## config.mk

```make
export PLATFORM = sky130hd
export DESIGN_NAME = qps_quad
export DESIGN_NICKNAME = d
export VERILOG_FILES = /design/src/rtl/qps_pkg.sv /design/src/rtl/qps_quad.sv
export SDC_FILE = /design/constraint.sdc
export NUM_CORES = 1
export LEC_CHECK = 0
export BUFFER_PORTS_ARGS = -buffer_cell sky130_fd_sc_hd__buf_2
export CAP_MARGIN = 20
export CELL_PAD_IN_SITES_DETAIL_PLACEMENT = 1
export CELL_PAD_IN_SITES_GLOBAL_PLACEMENT = 2
export CORE_UTILIZATION = 28
export CTS_CLUSTER_DIAMETER = 200
export DETAILED_ROUTE_END_ITERATION = 10
export PLACE_DENSITY_LB_ADDON = 0.1
export RECOVER_POWER = 50
export SKIP_CTS_REPAIR_TIMING = 1
export SLEW_MARGIN = 10
export SYNTH_ARGS = -nofsm -noshare
export SYNTH_HDL_FRONTEND = slang
export SYNTH_SLANG_ARGS = --single-unit
export TNS_END_PERCENT = 100
```

## constraint.sdc

```tcl
create_clock -name clk -period 3.05 [get_ports clk]
set_input_delay 0.61 -clock clk [delete_from_list [all_inputs] [get_ports clk]]
set_output_delay 0.61 -clock clk [all_outputs]
set_load 0.01 [all_outputs]
```

## src/rtl/qps_pkg.sv

```systemverilog
// Shared types, constants and helpers for the quadrature PID position servo.
// No dependencies; every other file in rtl/ imports this package.
package qps_pkg;

    localparam int COUNT_W    = 48;
    localparam int POS_W      = 48;
    localparam int GAIN_W     = 24;
    localparam int LIMIT_W    = 16;
    localparam int DUTY_W     = 16;
    localparam int DRIVE_W    = 48;
    localparam int ERR_W      = 32;
    localparam int DELTA_W    = 32;
    localparam int ACC_W      = 64;
    localparam int CFG_IDX_W  = 3;
    localparam int CFG_DATA_W = 24;

    typedef enum logic [1:0] {
        OP_SAMPLE = 2'd0,
        OP_TICK   = 2'd1,
        OP_MOVE   = 2'd2
    } op_t;

    typedef enum logic [CFG_IDX_W-1:0] {
        CFG_PROP_GAIN    = 3'd0,
        CFG_INTEG_GAIN   = 3'd1,
        CFG_DERIV_GAIN   = 3'd2,
        CFG_INTEG_WINDOW = 3'd3,
        CFG_DONE_BAND    = 3'd4,
        CFG_DIR_POLARITY = 3'd5
    } cfg_idx_t;

    localparam logic [GAIN_W-1:0]  PROP_GAIN_RST    = 24'd33554;
    localparam logic [GAIN_W-1:0]  INTEG_GAIN_RST   = 24'd168;
    localparam logic [GAIN_W-1:0]  DERIV_GAIN_RST   = 24'd838861;
    localparam logic [LIMIT_W-1:0] INTEG_WINDOW_RST = 16'd50;
    localparam logic [LIMIT_W-1:0] DONE_BAND_RST    = 16'd1;

    // Count change for {prev_a, prev_b, a, b}
    localparam logic signed [1:0] QUAD_STEP [16] = '{
        2'sb00, 2'sb11, 2'sb01, 2'sb00,
        2'sb01, 2'sb00, 2'sb00, 2'sb11,
        2'sb11, 2'sb00, 2'sb00, 2'sb01,
        2'sb00, 2'sb01, 2'sb11, 2'sb00
    };

    typedef struct packed {
        logic [GAIN_W-1:0]  prop_gain;
        logic [GAIN_W-1:0]  integ_gain;
        logic [GAIN_W-1:0]  deriv_gain;
        logic [LIMIT_W-1:0] integrate_window;
        logic [LIMIT_W-1:0] done_band;
        logic               dir_polarity;
    } cfg_t;

    typedef struct packed {
        logic tick;
        logic move;
    } pid_ctl_t;

    typedef struct packed {
        logic [DUTY_W-1:0] duty;
        logic              direction;
        logic              busy;
    } pid_stat_t;

    // Clamp a 64-bit signed sum to the signed 48-bit range
    function automatic logic signed [DRIVE_W-1:0] sat_drive(input logic signed [ACC_W-1:0] v);
        logic hi_zero;
        logic hi_ones;
        begin
            hi_zero = (v[ACC_W-1:DRIVE_W-1] == '0);
            hi_ones = (v[ACC_W-1:DRIVE_W-1] == '1);
            if (hi_zero || hi_ones)
            begin
                sat_drive = v[DRIVE_W-1:0];
            end
            else if (v[ACC_W-1])
            begin
                sat_drive = {1'b1, {(DRIVE_W-1){1'b0}}};
            end
            else
            begin
                sat_drive = {1'b0, {(DRIVE_W-1){1'b1}}};
            end
        end
    endfunction

endpackage

```

## src/rtl/qps_quad.sv

```systemverilog
// Quadrature decoder: previous pin levels and the position counter.
// Depends on qps_pkg.
module qps_quad
(
    input  logic                        clk,
    input  logic                        rst_n,
    input  logic                        sample_en,
    input  logic                        pin_a,
    input  logic                        pin_b,
    output logic [qps_pkg::COUNT_W-1:0] count,
    output logic [qps_pkg::COUNT_W-1:0] count_next
);
    import qps_pkg::*;

    logic [1:0]         prev_reg;
    logic [1:0]         prev_next;
    logic [COUNT_W-1:0] count_reg;
    logic signed [1:0]  step;

    always_comb
    begin
        step       = QUAD_STEP[{prev_reg, pin_a, pin_b}];
        prev_next  = prev_reg;
        count_next = count_reg;
        if (sample_en)
        begin
            prev_next = {pin_a, pin_b};
            if (step == 2'sb01)
            begin
                count_next = count_reg + COUNT_W'(1);
            end
            else if (step == 2'sb11)
            begin
                count_next = count_reg - COUNT_W'(1);
            end
        end
    end

    always_ff @(posedge clk or negedge rst_n)
    begin
        if (!rst_n)
        begin
            prev_reg  <= '0;
            count_reg <= '0;
        end
        else
        begin
            prev_reg  <= prev_next;
            count_reg <= count_next;
        end
    end

    assign count = count_reg;

endmodule

```

==> impl_metrics.json <==
{
  "row_count": 41,
  "cp_max_fo": 5,
  "p_leak_nw": 2.90,
  "crit_required_ns": 2.44,
  "fin_crit_sh_pct": 116,
  "drv_cap": 0,
  "finalWeightedCongestion": 0.852,
  "stdcell_count": 816,
  "yosysSeqAreaShare_pct": 34.4,
  "wl_per_cell_um": 20.7,
  "clkLatencyLatePin_ns": 0.31,
  "avgSynthCellArea_sq_um": 8.67,
  "grt_overflow_total": 0,
  "htree_num_levels": 2,
  "cts-root-buf": "clkbuf_16",
  "core_area_sq_mm": 0.0127,
  "drtAntennaViolNets": 0,
  "worstPathCellList": "buf_12 -> inv_12 -> ha_4 -> or2b_1 -> mux4_2 -> or3_4 -> nor3_4 -> o211ai_1 -> xnor2_1 -> buf_2",
  "crit_family": "simple AND/OR/NAND/NOR gates",
  "yosysWarnings": 0,
  "slew_viol_final": 0,
  "syn_area_sq_mm": 0.00364,
  "setup_violations": 43,
  "cp_num_buf_inv": 3,
  "cp_num_cells": 10,
  "largest_reg_flops": 48,
  "cp_slowest_cell": "mux4_2",
  "grt_use_total_pct": 23.6,
  "vias": 4362,
  "fmax_mhz": 283,
  "status": "finished with violations",
  "tns_ns": -12.56,
  "drc": 0,
  "synthFlopType": "dfrtp_1",
  "worstRegToRegCells": 7,
  "start_kind": "input pin",
  "p_per_area_mw_per_mm2": 780,
  "drt_first_pass_iters": 4,
  "nets": 654,
  "hpwlAfterDp_um": 12300,
  "slowest_delay_ns": 0.61,
  "cts_made_buffers": 5,
  "antenna_found_initial": 0,
  "synth_edf_count": 0,
  "drt_iter0_drc": 153,
  "cp.arrival_ns": 2.92,
  "grt_pass1_wl_um": 23600,
  "post_synth_num_cell_types": 60,
  "syn2layout_area_growth_pct": 75.6,
  "r2r-start": "prev_reg[1]",
  "first_global_vias": 4184,
  "final_cell_mix": "116 x buf_4, 79 x buf_2, 48 x dfrtp_1",
  "async_flop_share_pct": 100,
  "rr_endpoint": "count[46]",
  "worst_hold_path_type": "flop to flop",
  "syn_nets": 431,
  "hold_viol": 0,
  "r2r_slack_ns": 0.49,
  "peakVddDrop_v": 0.000399,
  "dieArea_sq_mm": 0.0135,
  "timing.slew.headroom_pct": 12.7,
  "grt_max_degree": 51,
  "cts_tree": "built",
  "initial_core_util_pct": 28.7,
  "clock_path_buffers": 2,
  "dieWidth_um": 116,
  "stdcell_area_sq_mm": 0.00640,
  "finalCriticalPeriod_ns": 3.53,
  "worst-slew-pin-transition_ns": 1.31,
  "diodes": 0,
  "port_buffers": 100,
  "cts.clk_slew.worst_paths_ns": 0.07,
  "ys_seq_elements": 50,
  "placed_cell_area_sq_mm": 0.00513,
  "die_h_um": 116,
  "startpoint": "pin_b",
  "fin_ws_ns": -0.479,
  "endpoint": "count_next[46]",
  "crit_type": "input pin to output port",
  "syn_inst": 420,
  "final_common_cell": "buf_4",
  "rsz0062_at_grt": "yes",
  "cp-end-kind": "output port",
  "clock_sinks": 50,
  "pin_count": 101,
  "drt_wl_total_um": 16900,
  "skew_ns": 0.00630,
  "violations": "negative setup slack",
  "dp_cells": 769,
  "viasPerCell": 5.35,
  "drive_gt1_share_pct": 54.5
}
## stage by stage
stage	hold WS, ns	total power, mW	setup WS, ns	utilization, %
after global routing	0.520	5.31	-0.567	50.5
after detailed placement	0.488	3.80	-0.694	40.5
final	0.504	4.99	-0.479	50.5
after CTS	0.446	4.43	-0.701	41.7
after global placement	0.475	3.76	-0.607	40.5
after floorplan	0.314	2.42	-0.0949	-
## where the power goes
group | leakage (nW) | internal (mW) | switching, mW | total, mW
combinational | 2.18 | 1.49 | 1.73 | 3.22
sequential | 0.639 | 0.876 | 0.297 | 1.17
clock | 0.0729 | 0.326 | 0.272 | 0.597
## cell usage after synthesis, types with 3 or more instances
cell type  instances  area (sq um)
a21o_1             3          22.5
a21oi_1           10          50.1
a31oi_1            7          43.8
a41oi_1            4          35.0
and2_1             5          31.3
and3_1            14          87.6
and4_1             4          35.0
buf_1              4          15.0
clkbuf_1          22          82.6
dfrtp_1           50          1250
ha_1               6          75.1
inv_1              7          26.3
mux2_2             3          33.8
mux4_2             3          67.6
nand2_1           32           120
nand2b_1           3          18.8
nand3_1           21           105
nand3b_1           4          30.0
nand4_1           20           125
nor2_1            29           109
nor2b_1            4          25.0
nor3_1            24           120
nor3b_1            3          22.5
nor4_1            19           119
nor4b_1            3          26.3
o211ai_1           3          22.5
o21ai_0           11          55.1
o21ai_1            5          25.0
or2_2              3          18.8
or3_1              6          37.5
xnor2_1           30           263
xor2_1            18           158
## routing by layer
layer | GRT usage [%] | part of all wire [%]
met2 | 41.1 | 51
met4 | 7.35 | 3.0
met1 | 30.1 | 43
met3 | 3.40 | 3.6
met5 | 0 | 0
## cells by family after synthesis
| logic type | count (synthesis) | share of synthesized area (%) |
|---|---|---|
| buf+inv | 37 | 4.29 |
| fa+ha+maj | 6 | 2.06 |
| simple gates | 209 | 32.4 |
| flops | 50 | 34.4 |
| xor+xnor | 49 | 12.2 |
| mux | 8 | 3.33 |
| compound gates | 61 | 11.4 |
## worst min path at each step
stage | cells past startpoint | endpoint | start | slack, ns
after floorplan | 0 | count[0] | rst_n | 0.31
after global placement | 1 | count[47] | count[47] | 0.47
after detailed placement | 1 | count[47] | count[47] | 0.49
after CTS | 2 | count[32] | rst_n | 0.45
after global routing | 1 | count[47] | count[47] | 0.52
final | 1 | count[47] | count[47] | 0.50
## layout make-up
type,count,area (sq um)
timing repair buffer,245,1690
inverter,7,46.3
sequential,50,1250
multi-input combinational,334,3040
fill,1471,6270
clock buffer,6,139
tap,172,215
clock inverter,2,12.5
Power figures use the tool's default switching activity.
